--- config.mk ---
export PLATFORM = sky130hd
export DESIGN_NAME = vn_sqrt_lane
export DESIGN_NICKNAME = d
export VERILOG_FILES = /design/src/hdl/vn_pkg.sv /design/src/hdl/vn_sqrt_lane.sv
export SDC_FILE = /design/constraint.sdc
export NUM_CORES = 1
export LEC_CHECK = 0
export ABC_CLOCK_PERIOD_IN_PS = 5000
export BUFFER_PORTS_ARGS = -buffer_cell sky130_fd_sc_hd__clkbuf_2
export CELL_PAD_IN_SITES_DETAIL_PLACEMENT = 0
export CELL_PAD_IN_SITES_GLOBAL_PLACEMENT = 1
export CORE_ASPECT_RATIO = 0.5
export CORE_MARGIN = 1.5
export CORE_UTILIZATION = 50
export CTS_CLUSTER_SIZE = 20
export DETAILED_ROUTE_END_ITERATION = 12
export GPL_TIMING_DRIVEN = 0
export HOLD_SLACK_MARGIN = 0.08
export PLACE_DENSITY = 0.88
export SLEW_MARGIN = 0
export SYNTH_ARGS = -nofsm -noshare
export SYNTH_HDL_FRONTEND = slang
export SYNTH_SLANG_ARGS = --single-unit
--- constraint.sdc ---
create_clock -name clk -period 5 [get_ports clk]
set_input_delay 1 -clock clk [delete_from_list [all_inputs] [get_ports clk]]
set_output_delay 1 -clock clk [all_outputs]
set_load 0.05 [all_outputs]
--- src/hdl/vn_pkg.sv ---
// ----------------------------------------------------------------------------
// vn_pkg
// Shared widths, pipeline depths and lane result types for the vector
// normalization block.
// ----------------------------------------------------------------------------
package vn_pkg;

  localparam int COMPONENT_BITS = 16;
  localparam int MAG_W          = COMPONENT_BITS;
  localparam int SQ_W           = 2 * COMPONENT_BITS;
  localparam int SUM_W          = 2 * COMPONENT_BITS;
  localparam int ROOT_W         = COMPONENT_BITS;
  localparam int UNIT_W         = 16;
  localparam int UNIT_SH        = 2 * UNIT_W;
  localparam int LEN_W          = 16;
  localparam int ACC_W          = 2 * COMPONENT_BITS + 2 * UNIT_W + 4;
  localparam int LANE_STAGES    = (ROOT_W > UNIT_W) ? ROOT_W : UNIT_W;
  localparam int FRONT_STAGES   = 3;
  localparam int PIPE_STAGES    = FRONT_STAGES + LANE_STAGES;
  localparam longint unsigned LEN_MAX = 64'd65535;

  typedef struct packed {
    logic [UNIT_W-1:0] q;
    logic              neg;
  } unit_res_t;

  typedef struct packed {
    logic [ROOT_W-1:0] root;
    logic [SUM_W-1:0]  rem;
    logic              zero;
  } root_res_t;

  typedef struct packed {
    logic [UNIT_W-1:0] ux;
    logic [UNIT_W-1:0] uy;
    logic [UNIT_W-1:0] uz;
    logic [LEN_W-1:0]  len;
    logic              zero;
  } result_t;

endpackage

--- src/hdl/vn_sqrt_lane.sv ---
// ----------------------------------------------------------------------------
// vn_sqrt_lane
// Pipelined digit-by-digit integer square root, one root bit per stage.
// ----------------------------------------------------------------------------
module vn_sqrt_lane (
  input  logic                              clk,
  input  logic [vn_pkg::LANE_STAGES-1:0]    en,
  input  logic [vn_pkg::SUM_W-1:0]          s,
  output vn_pkg::root_res_t                 res
);
  import vn_pkg::*;

  logic [ROOT_W-1:0] root_r [LANE_STAGES];
  logic [SUM_W-1:0]  rem_r  [LANE_STAGES];
  logic              zero_r [LANE_STAGES];

  for (genvar k = 0; k < LANE_STAGES; k++) begin : g_stage
    localparam int B = LANE_STAGES - 1 - k;
    logic [ROOT_W-1:0] root_in;
    logic [SUM_W-1:0]  rem_in;
    logic              zero_in;
    logic [ROOT_W-1:0] root_nx;
    logic [SUM_W-1:0]  rem_nx;

    if (k == 0) begin : g_init
      assign root_in = '0;
      assign rem_in  = s;
      assign zero_in = (s == '0);
    end else begin : g_chain
      assign root_in = root_r[k-1];
      assign rem_in  = rem_r[k-1];
      assign zero_in = zero_r[k-1];
    end

    if (B < ROOT_W) begin : g_step
      logic [SUM_W+1:0] trial;
      always_comb begin
        trial = ((SUM_W+2)'(root_in) << (B + 1)) + ((SUM_W+2)'(1) << (2 * B));
        if ((SUM_W+2)'(rem_in) >= trial) begin
          rem_nx  = SUM_W'((SUM_W+2)'(rem_in) - trial);
          root_nx = root_in | (ROOT_W'(1) << B);
        end else begin
          rem_nx  = rem_in;
          root_nx = root_in;
        end
      end
    end else begin : g_pass
      assign rem_nx  = rem_in;
      assign root_nx = root_in;
    end

    always_ff @(posedge clk) begin
      if (en[k]) begin
        root_r[k] <= root_nx;
        rem_r[k]  <= rem_nx;
        zero_r[k] <= zero_in;
      end
    end
  end

  assign res.root = root_r[LANE_STAGES-1];
  assign res.rem  = rem_r[LANE_STAGES-1];
  assign res.zero = zero_r[LANE_STAGES-1];

endmodule

# Word-level counts from Yosys, hierarchy flattened
# Memories as Yosys holds them, arrays and structs flattened.
# Cells that the tools add are included.
# totals
elab_cells	115
output_inout_bits	49
latch_bits	0
register_bits	0
ram_bits	784
mem_count	3
rom_bits	0
# mem_list
memory	depth	width	read_ports	rd_ports_with_merged_regs	write_ports	line	source
rem_r	16	32	16	0	16	vn_sqrt_lane.sv:14	logic [SUM_W-1:0] rem_r [LANE_STAGES];
root_r	16	16	16	0	16	vn_sqrt_lane.sv:13	logic [ROOT_W-1:0] root_r [LANE_STAGES];
zero_r	16	1	16	0	16	vn_sqrt_lane.sv:15	logic zero_r [LANE_STAGES];
# classes
n_addsub	31
n_lt_le_gt_ge	16
shift	0
n_reduce_logical	1
bitwise_logic	0
eq_ne	0
multipliers	0
div	0
mux	64
# ops
op	n
2-to-1 mux 32 bit	16
2-to-1 mux 1 bit	33
adder 31 x 29 -> 32 bit, second input constant	1
>= comparator 32 x 18 -> 1 bit	1
>= comparator 32 x 19 -> 1 bit	1
>= comparator 32 x 20 -> 1 bit	1
>= comparator 32 x 21 -> 1 bit	1
>= comparator 32 x 22 -> 1 bit	1
>= comparator 32 x 23 -> 1 bit	1
>= comparator 32 x 24 -> 1 bit	1
>= comparator 32 x 25 -> 1 bit	1
>= comparator 32 x 26 -> 1 bit	1
>= comparator 32 x 27 -> 1 bit	1
>= comparator 32 x 28 -> 1 bit	1
>= comparator 32 x 29 -> 1 bit	1
>= comparator 32 x 30 -> 1 bit	1
>= comparator 32 x 31 -> 1 bit	1
>= comparator 32 x 31 -> 1 bit, second input constant	1
>= comparator 32 bit	1
zero test 32 bit	1
subtractor 32 x 18 -> 32 bit	1
subtractor 32 x 19 -> 32 bit	1
subtractor 32 x 20 -> 32 bit	1
subtractor 32 x 21 -> 32 bit	1
other kinds (41)	41

# Depth between registers and ports, before layout
# An unclocked memory read counts as a cell.
# logic_depth
depth_word	4
depth_mapped	12

# Worst setup path before layout
# OpenSTA, ideal clock, no wires.
# synth_timing
path_kind	register to register
from	mem rem_r[1][208] (netlist bit)
to	mem rem_r[1][251] (netlist bit) (data pin)
setup_ns	0.258
t_arrival_ns	2.469
period_less_slack_ns	2.728
path_buffers	1
stages_incl_launch_ff	8
t_required_ns	4.742
slack_ns	2.272
cell_sequence	edfxtp_1 > ha_1 > buf_2 > a2111o_1 > or3_1 > or2_2 > or4_1 > xnor2_1
# synth_lines
element	line
from (decl)	vn_sqrt_lane.sv:14

==> key figures <==
Cells and area
  • Cell area after layout: about 0.035 mm²
  • N_diodes: 0
  • Fill count: a little over 5000
  • Final non-filler cell total: 3505
  • Seq. cell area: roughly 0.020 mm²
  • P&R area growth vs syn: 11.20%
  • # nets final: between 2000 and 3000
  • Multi-input gate area: between 0.01 and 0.015 mm²
  • Share of post-route cells with drive strength above 1: ~9.7%

Min path
  • Min-delay src: zero_r[1][6]
  • Hold Path Cell Cnt: 0
  • Hold Path Sink: zero_r[1][7]
  • Hold Crit Class: reg2reg

Job
  • Max Cap Violations: 0

Clock network
  • Root buffer cell: clkbuf_16
  • Worst-path clk slew: approximately 0.07 ns
  • CTS H-Tree Depth: 2
  • Num CTS Buffers: 57
  • Post-CTS setup buffer count: 0
  • Clk buf depth: 3
  • # hold bufs at CTS: 0
  • Clock Sinks: 664
  • Post-CTS Resized: 0
  • Clk_lat worst skew: between 0.6 and 0.7 ns
  • CTS tree: done

Floorplan
  • I/O Pins: approximately 100
  • Core ar.: about 0.063 mm²
  • Row Count: 65
  • Initial Util: around 50%
  • Total die area: 0.06511 mm²
  • Chip Height: 181.2 µm
  • Die width: ~360 µm

Yosys
  • Most used flip-flop cell after synthesis: edfxtp_1
  • Leading area contributor after synthesis: edfxtp_1
  • Avg Cell Area, Syn: around 13 µm²
  • Mapped Area: ~0.032 mm²
  • Flops & latches, synth: 664
  • Top-area cell type share of the netlist area: between 60% and 70%
  • Yosys cell types: 85
  • Ys async rst share: 0%
  • Post-synth EDFFs: approximately 660
  • Syn Nets: ~2700
  • Ranking of synthesized cells by area: edfxtp_1 63%, ha_1 6.0%, xnor2_1 3.2%
  • Share of the yosys chip area belonging to registers: 62.80%
  • Ys Warns: 0
  • Cells after synthesis: 2464

STA
  • Fin crit share: between 60% and 70%
  • Slew margin rel.: 21.55%
  • Fin Setup TNS: 0 ns
  • Number of hold violations in the final report: 0
  • Hold Slack: ~0.42 ns
  • Tmin final: about 3.5 ns
  • Final setup viols: 0
  • Fmax achieved: ~0.29 GHz
  • Slew Limit Fails: 0
  • Least-Margin Pin Slew: between 1 and 1.5 ns
  • Clock Skew: ~0.028 ns
  • RSZ-0062 raised after global routing: false

Setup path
  • Crit Reg-Reg Endpoint: rem_r[1][185]
  • Crit path max-delay cell type: or4_1
  • Crit. End Element: register
  • Cell Chain, Critical Path: ha_1 > clkbuf_2 > nand4_1 > or4_1 > nor3_1 > nor3b_1 > a22o_2 > or4_1 > xnor2_1
  • Worst EP arrival: around 3.9 ns
  • Critical path type: reg2reg
  • CP startpoint kind: register
  • Crit-path most repeated cell: or4_1
  • Critical path's largest stage delay: approximately 0.56 ns
  • Reg2reg path depth: 9
  • Reg2reg start: rem_r[1][139]
  • CP Buf/Inv Count: 1
  • Worst Path Required: approximately 5.4 ns
  • CP delay by family, top: simple AND/OR/NAND/NOR gates
  • R2R setup slack: ~1.5 ns
  • Max FO, Critical Path: 7

GRT
  • First-pass GRT wire length: between 90000 and 100000 µm
  • Largest net degree at the start of global routing: 50
  • Antenna violations before repair: 1
  • Vias in the first global route: ~19000
  • GRT overflow: 0
  • Gr usage total: 17.31%

Detailed routing
  • 1st-iter DRT viols: 972
  • TritonRoute pass-1 iters: 7
  • Post-route DRC: 0
  • Via count: 18910
  • Wire length per cell: 16.17 µm
  • Routed Antenna Nets: 0
  • Final wirelength: 56690 µm
  • Via density: about 5.4

Place
  • DP HPWL: ~43000 µm
  • Routability cong.: 0.9129
  • Inst Count DP: about 3400
  • Placed inst area: ~0.033 mm²
  • Port Buffers: between 90 and 100

Power and ir drop
  • Leak: about 13 nW
  • Power Dens Cells: roughly 420 mW/mm²
  • Maximum VDD drop: 0.2900 mV

Run status
  • Status: completed
-- registers in the layout, summed over array words and instances (netlist names) --
register / count
rem_r: 512
zero_r: 16
root_r: 136
-- worst max-delay path by stage --
| stage | startpoint | depth (start not counted) | endpoint | slack (ns) |
|---|---|---|---|---|
| after global placement | rem_r[1][164] | 9 | rem_r[1][195] | 1.55 |
| after global routing | rem_r[1][164] | 10 | rem_r[1][202] | 1.42 |
| final | rem_r[1][139] | 9 | rem_r[1][185] | 1.51 |
| after floorplan | rem_r[1][208] | 7 | rem_r[1][251] | 2.27 |
| after detailed placement | rem_r[1][139] | 9 | rem_r[1][185] | 1.61 |
| after CTS | rem_r[1][139] | 9 | rem_r[1][185] | 1.57 |
-- cells in the mapped netlist (all sizes together) (5+ instances only) --
cell type	count
o2111ai	9
nor2	162
nand4	45
a21o	42
mux2	24
clkbuf	20
mux2i	6
o211ai	13
nor4b	24
o21bai	11
a21oi	153
nand2b	21
or3	39
nor3	68
nand4b	8
o31ai	17
a211oi	16
o21ai	95
or4	22
a31oi	11
and3	8
ha	152
buf	16
nor4	69
a21boi	12
o21a	39
nor2b	26
and2	12
edfxtp	664
or2	9
xor2	104
nand2	114
nor3b	10
nand3b	7
a2111oi	6
a211o	5
inv	196
xnor2	115
nand3	38
-- metal layers --
layer	GRT usage, %	part of all wire, %	wire length [µm]	vias to the layer above
li1	-	-	-	9597
met1	18.19	40	22460	8787
met2	34.10	53	30030	388
met3	2.790	3.5	2011	139
met4	7.166	3.9	2185	0
met5	0	0	0	-
-- power breakdown --
group	switching (mW)	internal, mW	total, mW	leakage, nW
combinational	1.55	1.09	2.64	5.98
clock	2.06	2.69	4.75	0.970
sequential	0.445	7.01	7.45	6.36
total	4.05	10.8	14.8	13.3
-- logic make-up after synthesis --
logic type / after synthesis / share of synthesized area (%)
compound gates: 467 / 9.418
flops: 664 / 62.80
xor+xnor: 219 / 6.041
buf+inv: 235 / 2.892
fa+ha+maj: 152 / 5.990
mux: 30 / 1.040
simple gates: 697 / 11.82
-- metrics by stage --
stage | setup slack (ns) | total power [mW] | util [%]
after floorplan | 2.272 | 9.449 | -
after global placement | 1.554 | 10.14 | 52.94
after detailed placement | 1.613 | 10.19 | 52.94
after CTS | 1.571 | 14.95 | 56.16
after global routing | 1.419 | 15.54 | 56.16
final | 1.512 | 14.84 | 56.16
-- area by class of cell --
cell class | instances | share of cell area, %
Tap cell | 837 | 2.966
Clock buffer | 63 | 4.104
Multi-Input combinational cell | 1565 | 30.85
Clock inverter | 44 | 1.630
Inverter | 199 | 2.116
Timing Repair Buffer | 97 | 1.375
Sequential cell | 664 | 56.47
Buffer | 36 | 0.4855
-- layout by cell type (no fill, tap or decap), types with 21 or more instances in the layout --
cell / n
clkbuf_1: 25
xnor2_1: 115
inv_1: 194
nand4_1: 45
nor2b_1: 26
or4_1: 22
a21oi_1: 152
nand2b_1: 21
or3_1: 38
clkbuf_2: 98
ha_1: 152
clkbuf_16: 57
nor2_1: 161
nand2_1: 114
a21o_1: 42
o21a_1: 39
edfxtp_1: 664
nor4b_1: 22
nor3_1: 67
mux2_2: 24
nor4_1: 68
o21ai_0: 91
nand3_1: 38
xor2_1: 104
(Power assumes the default switching activity.)
