**config.mk**
```make
export PLATFORM = sky130hd
export DESIGN_NAME = vn_merge
export DESIGN_NICKNAME = d
export VERILOG_FILES = /design/src/hdl/vn_pkg.sv /design/src/hdl/vn_merge.sv
export SDC_FILE = /design/constraint.sdc
export NUM_CORES = 1
export LEC_CHECK = 0
export ABC_AREA = 1
export BUFFER_PORTS_ARGS = -buffer_cell sky130_fd_sc_hd__clkbuf_2
export CORE_MARGIN = 2
export CORE_UTILIZATION = 45
export DETAILED_ROUTE_END_ITERATION = 7
export PLACE_DENSITY = 0.8
export SETUP_SLACK_MARGIN = 0.05
export SLEW_MARGIN = 30
export SYNTH_ARGS = -nofsm -noshare
export SYNTH_HDL_FRONTEND = slang
export SYNTH_SLANG_ARGS = --single-unit
export TNS_END_PERCENT = 100
```
**constraint.sdc**
```tcl
create_clock -name vclk -period 2.2
set_input_delay 0.11 -clock vclk [all_inputs]
set_output_delay 0.11 -clock vclk [all_outputs]
set_load 0.02 [all_outputs]
```
**src/hdl/vn_pkg.sv**
```systemverilog
// ----------------------------------------------------------------------------
// vn_pkg
// Shared widths, pipeline depths and lane result types for the vector
// normalization block.
// ----------------------------------------------------------------------------
package vn_pkg;

  localparam int COMPONENT_BITS = 16;
  localparam int MAG_W          = COMPONENT_BITS;
  localparam int SQ_W           = 2 * COMPONENT_BITS;
  localparam int SUM_W          = 2 * COMPONENT_BITS;
  localparam int ROOT_W         = COMPONENT_BITS;
  localparam int UNIT_W         = 16;
  localparam int UNIT_SH        = 2 * UNIT_W;
  localparam int LEN_W          = 16;
  localparam int ACC_W          = 2 * COMPONENT_BITS + 2 * UNIT_W + 4;
  localparam int LANE_STAGES    = (ROOT_W > UNIT_W) ? ROOT_W : UNIT_W;
  localparam int FRONT_STAGES   = 3;
  localparam int PIPE_STAGES    = FRONT_STAGES + LANE_STAGES;
  localparam longint unsigned LEN_MAX = 64'd65535;

  typedef struct packed {
    logic [UNIT_W-1:0] q;
    logic              neg;
  } unit_res_t;

  typedef struct packed {
    logic [ROOT_W-1:0] root;
    logic [SUM_W-1:0]  rem;
    logic              zero;
  } root_res_t;

  typedef struct packed {
    logic [UNIT_W-1:0] ux;
    logic [UNIT_W-1:0] uy;
    logic [UNIT_W-1:0] uz;
    logic [LEN_W-1:0]  len;
    logic              zero;
  } result_t;

endpackage

```
**src/hdl/vn_merge.sv**
```systemverilog
// ----------------------------------------------------------------------------
// vn_merge
// Combines the lane results: length rounding and clamping, unit sign and
// saturation, and the zero vector case.
// ----------------------------------------------------------------------------
module vn_merge (
  input  vn_pkg::root_res_t  root,
  input  vn_pkg::unit_res_t  ux,
  input  vn_pkg::unit_res_t  uy,
  input  vn_pkg::unit_res_t  uz,
  output vn_pkg::result_t    res
);
  import vn_pkg::*;

  localparam logic [UNIT_W-1:0] MAG_NEG = UNIT_W'(1) << (UNIT_W - 1);
  localparam logic [UNIT_W-1:0] MAX_POS = MAG_NEG - UNIT_W'(1);

  function automatic logic [UNIT_W-1:0] sat_unit(unit_res_t u);
    logic [UNIT_W-1:0] qs;
    if (u.neg) begin
      qs = (u.q > MAG_NEG) ? MAG_NEG : u.q;
      return UNIT_W'(~qs + UNIT_W'(1));
    end
    return (u.q > MAX_POS) ? MAX_POS : u.q;
  endfunction

  logic [ROOT_W:0] len_full;

  always_comb begin
    if (root.rem > SUM_W'(root.root)) begin
      len_full = {1'b0, root.root} + (ROOT_W+1)'(1);
    end else begin
      len_full = {1'b0, root.root};
    end
    if (root.zero) begin
      res = '0;
      res.zero = 1'b1;
    end else begin
      res.ux   = sat_unit(ux);
      res.uy   = sat_unit(uy);
      res.uz   = sat_unit(uz);
      res.len  = (64'(len_full) > LEN_MAX) ? LEN_W'(LEN_MAX) : LEN_W'(len_full);
      res.zero = 1'b0;
    end
  end

endmodule

```
## Word-level counts from Yosys, hierarchy flattened

Index checks and enable logic that the tools add are counted.

- Bits in registers: 0
- Bits of input ports: 100
- Output and inout port bits: 65

- Add/subtract/negate cells: 4
- Order comparisons: 8
- Muxes and demuxes: 21
- Bitwise logic cells: 3

Operator list:

| kind | number |
|---|---|
| $mux W16 | 13 |
| $mux W65 | 1 |
| $add A16 B1 Y16 const B | 3 |
| $gt A16 B15 Y1 const B | 3 |
| $gt A16 B16 Y1 const B | 3 |
| $not A16 Y16 | 3 |
| $gt A32 B16 Y1 | 1 |
| $add A16 B1 Y17 const B | 1 |
| $gt A17 B16 Y1 const B | 1 |
| $mux W17 | 1 |
| $mux W1 | 6 |

## Depth between registers and ports, before layout

Gate-level depths: netlist (run 1).

- Word-level depth: 7
- Mapped depth: 18

## Worst setup path before layout (run 1)

Ideal clock, no wire load.

- Path type: input to output
- Start: in uy[5] (netlist name)
- End: out res[37] (netlist name)
- Arrival: 1.728 ns
- Slack: 0.362 ns
- Stages on the path: 11
- Path buffers: 1
- Path through: nor2_1 nand2_1 nor2_1 nand2_2 nand2_4 buf_6 nand2_1 ha_1 nand2_1 xnor2_1 a211oi_1

RTL lines:

| element | RTL line | source |
|---|---|---|
| start: declaration | vn_merge.sv:9 | `input vn_pkg::unit_res_t uy,` |
| end: declaration | vn_merge.sv:11 | `output vn_pkg::result_t res` |

==> results.rst, run 1 <==
.. list-table::
   :header-rows: 1

   * - Metric
     - Value
   * - Final number of hold-violating endpoints
     - 0
   * - Timing startpoint of the critical path
     - root[40]
   * - Layout sequential cell count
     - 0
   * - Number of nets in the synthesized netlist
     - roughly 730
   * - NumNets Final
     - 894
   * - Number of violations reported at the end of detailed-routing iteration 0
     - between 150 and 200
   * - Count of antenna diodes in the layout
     - 0
   * - Slew Limit Headroom
     - 58.03%
   * - Site Rows
     - 30
   * - Placed Instance Area
     - 4084 um^2
   * - Final cell count without fillers
     - 868
   * - CP max-delay cell
     - ha_4
   * - Largest fanout on the critical path
     - 5
   * - Worst Path Required
     - 2.09 ns
   * - Post-synthesis cell count
     - 612
   * - Wire length of the first global-routing pass
     - 17,220 um
   * - Transition time at the pin with the least slew margin
     - around 0.63 ns
   * - Initial core utilization
     - 46.67%
   * - Last weighted congestion value of the routability-driven placer
     - about 0.95
   * - Number of failing setup endpoints in the final timing report
     - 0
   * - Antenna violations before repair
     - 0
   * - Post-synth top area cell
     - nand2_1
   * - Library cell appearing most often on the critical path
     - nand3_4
   * - Number of pins exceeding their max-slew limit in the final report
     - 0
   * - Clk pwr share
     - 0%
   * - X dimension of the die
     - 88.17 um
   * - Maximum frequency from static timing analysis
     - 468.7 MHz
   * - Leakage Power
     - between 2 and 2.5 nW
   * - Worst vdd rail ir drop
     - between 0.1 and 0.15 mV
   * - Core area
     - 6832 um^2
   * - Worst Path Arrival
     - 2.02 ns
   * - DRC violations left
     - 0
   * - Count of port buffers added during placement
     - 165
   * - Switching Share
     - between 60% and 70%
   * - Final HPWL DP
     - 8784 um
   * - Reg area
     - 0 um^2
   * - Number of warning messages in the yosys log
     - 0
   * - Int Pwr
     - 0.0003419 W
   * - Seq pwr share
     - 0%
   * - Most common cell after layout, fill and taps aside
     - clkbuf_2
   * - Overall die area
     - 7774 um^2
   * - Number of global-route vias before repair
     - roughly 4,000
   * - Highest-count cells in the layout ignoring fill and taps
     - clkbuf_2 (155), nand2_1 (123), nor2_1 (80)
   * - Antenna-violating nets left
     - 0
   * - Via-per-instance ratio
     - 5.531
   * - Pin count of the biggest net entering global routing
     - 20
   * - Clock tree buffer count of the final layout
     - 0
   * - Path category of the worst min-delay check
     - input port to output port
   * - Total placed cells including tap cells
     - 860
   * - Gr usage total
     - 26.05%
   * - Part of the Yosys area used for sequential elements
     - 0%
   * - Path type of the worst setup path
     - input port to output port
   * - Portion of total power attributed to combinational logic
     - 100.0%
   * - Net switching power of the design
     - 0.0006007 W
   * - Fraction of post-synthesis cell area in the top cell type by area
     - 15.31%
   * - Maximum cell stage delay along the critical path
     - 0.28 ns
   * - Status
     - complete, no violations
   * - Mean routed wirelength per cell
     - 13.55 um
   * - Total non-filler cell area in the finished layout
     - 4436 um^2
   * - Sequence of cells on the critical path
     - clkbuf_2, inv_1, ha_4, nand2_2, a21oi_1, nor2_1, nand2_2, nand2_4, nand3_4, nand3_4, nor2_4, nand3_4, clkbuf_16, a21oi_2, buf_2
   * - Area contributors post-synth
     - nand2_1 (15%), nor2_1 (9.8%), inv_1 (9.2%)
   * - Power Dens Cells
     - between 200 and 250 nW/um^2
   * - Height of the die
     - 88.17 um
   * - Sum Neg Setup Slack
     - 0 ns
   * - Number of max-cap violations
     - 0
   * - Category of the worst setup path capture point
     - output port
   * - Grt total ovfl
     - 0
   * - Netlist cell types
     - 48
   * - Minimum clock period
     - 2.134 ns
   * - DRT Pass-1 Iters
     - 4
   * - Average cell area after synthesis
     - 5.209 um^2
   * - Startpoint of the lowest-slack hold path
     - root[47]
   * - Cell Area, Synth
     - 3188 um^2
   * - Share of the clock period used by the worst path
     - about 97%
   * - I/O pins
     - 165
   * - Critical Path Start Type
     - input port
   * - P&R area growth vs syn
     - 39.13%
   * - Total Wirelength
     - 11,760 um
   * - Layout cell share with drive strength beyond 1
     - 33.94%
   * - Total number of vias
     - 4,801
==> layer usage <==
layer	wire length (um)	up-vias	track usage [%]
met1	5029	2160	35.64
met2	5697	243	46.48
met3	898	16	0.7540
li1	-	2382	-
met4	136	0	3.719
met5	0	-	0
==> stage by stage <==
step	hold WS, ns	worst slack [ns]	total power (W)	util [%]
floorplan	0.3326	0.3618	0.0005527	-
global placement	0.5834	0.1034	0.0008419	59.78
detailed placement	0.5886	0.04935	0.0008591	59.78
CTS	0.5883	0.06718	0.0008649	59.85
global route	0.6241	-0.02646	0.001036	64.93
finish	0.5950	0.06641	0.0009425	64.93
==> cells in the mapped netlist, types with 2 or more instances <==
| cell type | instances |
|---|---|
| inv_2 | 7 |
| a21oi_1 | 50 |
| clkinv_1 | 2 |
| o41ai_1 | 4 |
| o211ai_1 | 3 |
| o21bai_1 | 3 |
| a31oi_1 | 7 |
| nand2_1 | 130 |
| xnor2_1 | 2 |
| nor2_2 | 6 |
| o31ai_1 | 9 |
| nor2_1 | 83 |
| nor2_4 | 2 |
| clkbuf_1 | 14 |
| nand3b_1 | 4 |
| ha_1 | 20 |
| inv_1 | 78 |
| buf_6 | 4 |
| nand2_2 | 4 |
| o21ai_0 | 42 |
| xor2_1 | 14 |
| or2_0 | 3 |
| a21oi_2 | 11 |
| nand4_1 | 9 |
| a211oi_1 | 3 |
| nand3_1 | 41 |
| a311oi_1 | 2 |
| nor3_1 | 10 |
| buf_2 | 4 |
| o21ai_1 | 17 |
| nand3_2 | 7 |
==> area by class of cell <==
type	count	area (um^2)
tap	96	120.1
inverter	88	332.8
fill	686	2396
multi-input combinational	501	2967
timing repair buffer	183	1016
==> critical path: cells and delay by family <==
kind,cells,cell delay (ns)
and+or+nand+nor,8,0.78
buffers and inverters,4,0.58
adders and majority gates,1,0.28
AOI/OAI and AO/OA,2,0.27
==> kinds of logic after synthesis <==
kind of cell	count (synthesis)	share of synthesized area, %
AO/OA/AOI/OAI	159	30.14
adder cells (fa/ha/maj)	20	7.849
XOR/XNOR	16	4.396
buffers and inverters	111	14.36
AND/OR/NAND/NOR	306	43.25
==> path summary, 6_finish.rpt <==
check / cells past startpoint / to / slack, ns
max: 15 / res[9] / 0.07
min: 4 / res[15] / 0.60
==> power groups by stage <==
stage	Sequential, W	Combinational (W)	Clock (W)
finish	0	0.000943	0
global route	0	0.00104	0
CTS	0	0.000865	0
detailed placement	0	0.000859	0
global placement	0	0.000842	0
floorplan	0	0.000553	0
==> repair_timing <==
item	CTS	global route
buffers inserted	0	7
gates cloned	0	1
hold buffers	0	0
resized for setup	2	65
setup endpoints to repair	1	23
pin swaps	0	12
No activity file was read; power rests on OpenSTA's default activity.
==> run 2: changes to the inputs <==
Settings changed: CORE_MARGIN 2 to unset.
==> run 2 against run 1 <==
  * Global-route usage grew 1.6 points
  * Design area shrank 4.0%
  * Clock-buffer cell count is the same
==> results.rst, run 2 (synthesis results as in run 1) <==
.. list-table::
   :header-rows: 1

   * - Metric
     - Value
   * - DRT Pass-1 Iters
     - 5 (was 4)
   * - P&R area growth vs syn
     - 33.56% (was 39.13%)
   * - Core area
     - 6832 um^2 (unchanged)
   * - Highest-count cells in the layout ignoring fill and taps
     - clkbuf_2 (157), nand2_1 (125), nor2_1 (81) (was clkbuf_2 (155), nand2_1 (123), nor2_1 (80))
   * - Net switching power of the design
     - 0.0005832 W (was 0.0006007 W)
   * - Critical Path Start Type
     - input port (unchanged)
   * - Sequence of cells on the critical path
     - clkbuf_2, inv_1, ha_1, nand2_1, nor2_2, nand2_1, nand2_1, nand2_2, nand3_4, nand3_4, nor2_4, nand3_2, buf_6, nand3_1, nand2_1, inv_1, buf_6 (was clkbuf_2, inv_1, ha_4, nand2_2, a21oi_1, nor2_1, nand2_2, nand2_4, nand3_4, nand3_4, nor2_4, nand3_4, clkbuf_16, a21oi_2, buf_2)
   * - Leakage Power
     - 2.307 nW (was 2.361 nW)
   * - Sum Neg Setup Slack
     - 0 ns (unchanged)
   * - Mean routed wirelength per cell
     - 12.83 um (was 13.55 um)
   * - Largest fanout on the critical path
     - 6 (was 5)
   * - Worst Path Arrival
     - 1.96 ns (was 2.02 ns)
   * - Layout cell share with drive strength beyond 1
     - 32.07% (was 33.94%)
   * - Wire length of the first global-routing pass
     - 17,600 um (was 17,220 um)
   * - Share of the clock period used by the worst path
     - 94.23% (was 96.98%)
   * - I/O pins
     - 165 (unchanged)
   * - Height of the die
     - 86.17 um (was 88.17 um)
   * - Antenna-violating nets left
     - 0 (unchanged)
   * - NumNets Final
     - 889 (was 894)
   * - Clock tree buffer count of the final layout
     - 0 (unchanged)
   * - Count of port buffers added during placement
     - 165 (unchanged)
   * - Status
     - complete, no violations (unchanged)
   * - Reg area
     - 0 um^2 (unchanged)
   * - Int Pwr
     - 0.0003272 W (was 0.0003419 W)
   * - Path type of the worst setup path
     - input port to output port (unchanged)
   * - Number of failing setup endpoints in the final timing report
     - 0 (unchanged)
   * - Maximum cell stage delay along the critical path
     - 0.29 ns (was 0.28 ns)
   * - Grt total ovfl
     - 0 (unchanged)
   * - Power Dens Cells
     - 213.8 nW/um^2 (was 212.5 nW/um^2)
   * - Layout sequential cell count
     - 0 (unchanged)
   * - Initial core utilization
     - 46.67% (unchanged)
   * - Maximum frequency from static timing analysis
     - 482.4 MHz (was 468.7 MHz)
   * - RSZ-0062 raised after global routing
     - yes
   * - X dimension of the die
     - 86.17 um (was 88.17 um)
   * - Worst Path Required
     - 2.09 ns (about the same)
   * - Number of pins exceeding their max-slew limit in the final report
     - 0 (unchanged)
   * - Minimum clock period
     - 2.073 ns (was 2.134 ns)
   * - Number of violations reported at the end of detailed-routing iteration 0
     - 210 (was 190)
   * - Overall power of the completed layout
     - 0.0009104 W (was 0.0009425 W)
   * - Number of global-route vias before repair
     - 4,020 (was 3,997)
   * - Seq pwr share
     - 0% (about the same)
   * - Utilization of the core after routing
     - 62.33% (was 64.93%)
   * - Site Rows
     - 30 (unchanged)
   * - Path category of the worst min-delay check
     - input port to output port (unchanged)
   * - Count of antenna diodes in the layout
     - 0 (unchanged)
   * - Total Wirelength
     - 11,070 um (was 11,760 um)
   * - Transition time at the pin with the least slew margin
     - 0.6498 ns (was 0.6256 ns)
   * - Placed Instance Area
     - 4084 um^2 (unchanged)
   * - Worst vdd rail ir drop
     - 0.1312 mV (was 0.1153 mV)
   * - Switching Share
     - 64.06% (was 63.73%)
   * - Last weighted congestion value of the routability-driven placer
     - 0.9419 (was 0.9451)
   * - Total number of vias
     - 4,763 (was 4,801)
   * - CP max-delay cell
     - ha_1 (was ha_4)
   * - Antenna violations before repair
     - 0 (unchanged)
   * - Total non-filler cell area in the finished layout
     - 4258 um^2 (was 4436 um^2)
   * - Category of the worst setup path capture point
     - output port (unchanged)
   * - Filler Cell Count
     - 685 (was 686)
   * - DRC violations left
     - 0 (unchanged)
   * - Library cell appearing most often on the critical path
     - nand2_1 (was nand3_4)
   * - Clk pwr share
     - 0% (about the same)
   * - Hold slack final
     - 0.5954 ns (was 0.5950 ns)
   * - Gr usage total
     - 27.67% (was 26.05%)
   * - Pin count of the biggest net entering global routing
     - 21 (was 20)
   * - Via-per-instance ratio
     - 5.519 (was 5.531)
   * - Final HPWL DP
     - 8788 um (was 8784 um)
   * - Most common cell after layout, fill and taps aside
     - clkbuf_2 (unchanged)
   * - Final number of hold-violating endpoints
     - 0 (unchanged)
   * - Number of max-cap violations
     - 0 (unchanged)
   * - Overall die area
     - 7425 um^2 (was 7774 um^2)
   * - Portion of total power attributed to combinational logic
     - 100.0% (about the same)
   * - Slew Limit Headroom
     - 56.11% (was 58.03%)
run 2: critical path, delay by kind of cell:
kind / cells / cell delay, ns
fa+ha+maj: 1 / 0.29
simple gates: 11 / 0.96
buf+inv: 5 / 0.58
run 2: path summary, 6_finish.rpt:
check             slack, ns  cells after the start      from  endpoint
setup / recovery       0.13                     17  root[38]   res[14]
hold / removal         0.60                      4     ux[2]   res[50]
run 2: layout make-up:
cell class / count / area [um^2] / area share (%)
well taps: 96 / 120.1 / 2.821
repair buffers: 178 / 957.2 / 22.48
inverters: 88 / 332.8 / 7.817
multi-input cells: 501 / 2848 / 66.88
run 2: power groups by stage:
stage	sequential (W)	combinational, W	clock (W)
CTS	0	0.000863	0
floorplan	0	0.000553	0
global route	0	0.000997	0
finish	0	0.000910	0
global placement	0	0.000839	0
detailed placement	0	0.000858	0
run 2: metrics by stage:
stage / setup slack [ns] / instances
detailed placement: 0.04986 / 860
global placement: 0.07443 / 860
finish: 0.1269 / 863
CTS: 0.06391 / 860
floorplan: 0.3618 / 612
global route: 0.01419 / 863
run 2: metal layers:
layer / GRT usage [%] / part of all wire, % / vias to the layer above
met5: 0 / 0 / -
met4: 3.030 / 0.94 / 0
met3: 1.333 / 7.2 / 15
met2: 49.78 / 48 / 231
met1: 37.51 / 43 / 2157
li1: - / - / 2360
run 2: what timing repair did:
item | in CTS | in global routing
setup endpoints to repair | 1 | 21
setup buffers | 0 | 3
pin swaps | 0 | 9
resized for setup | 1 | 47
hold buffers | 0 | 0
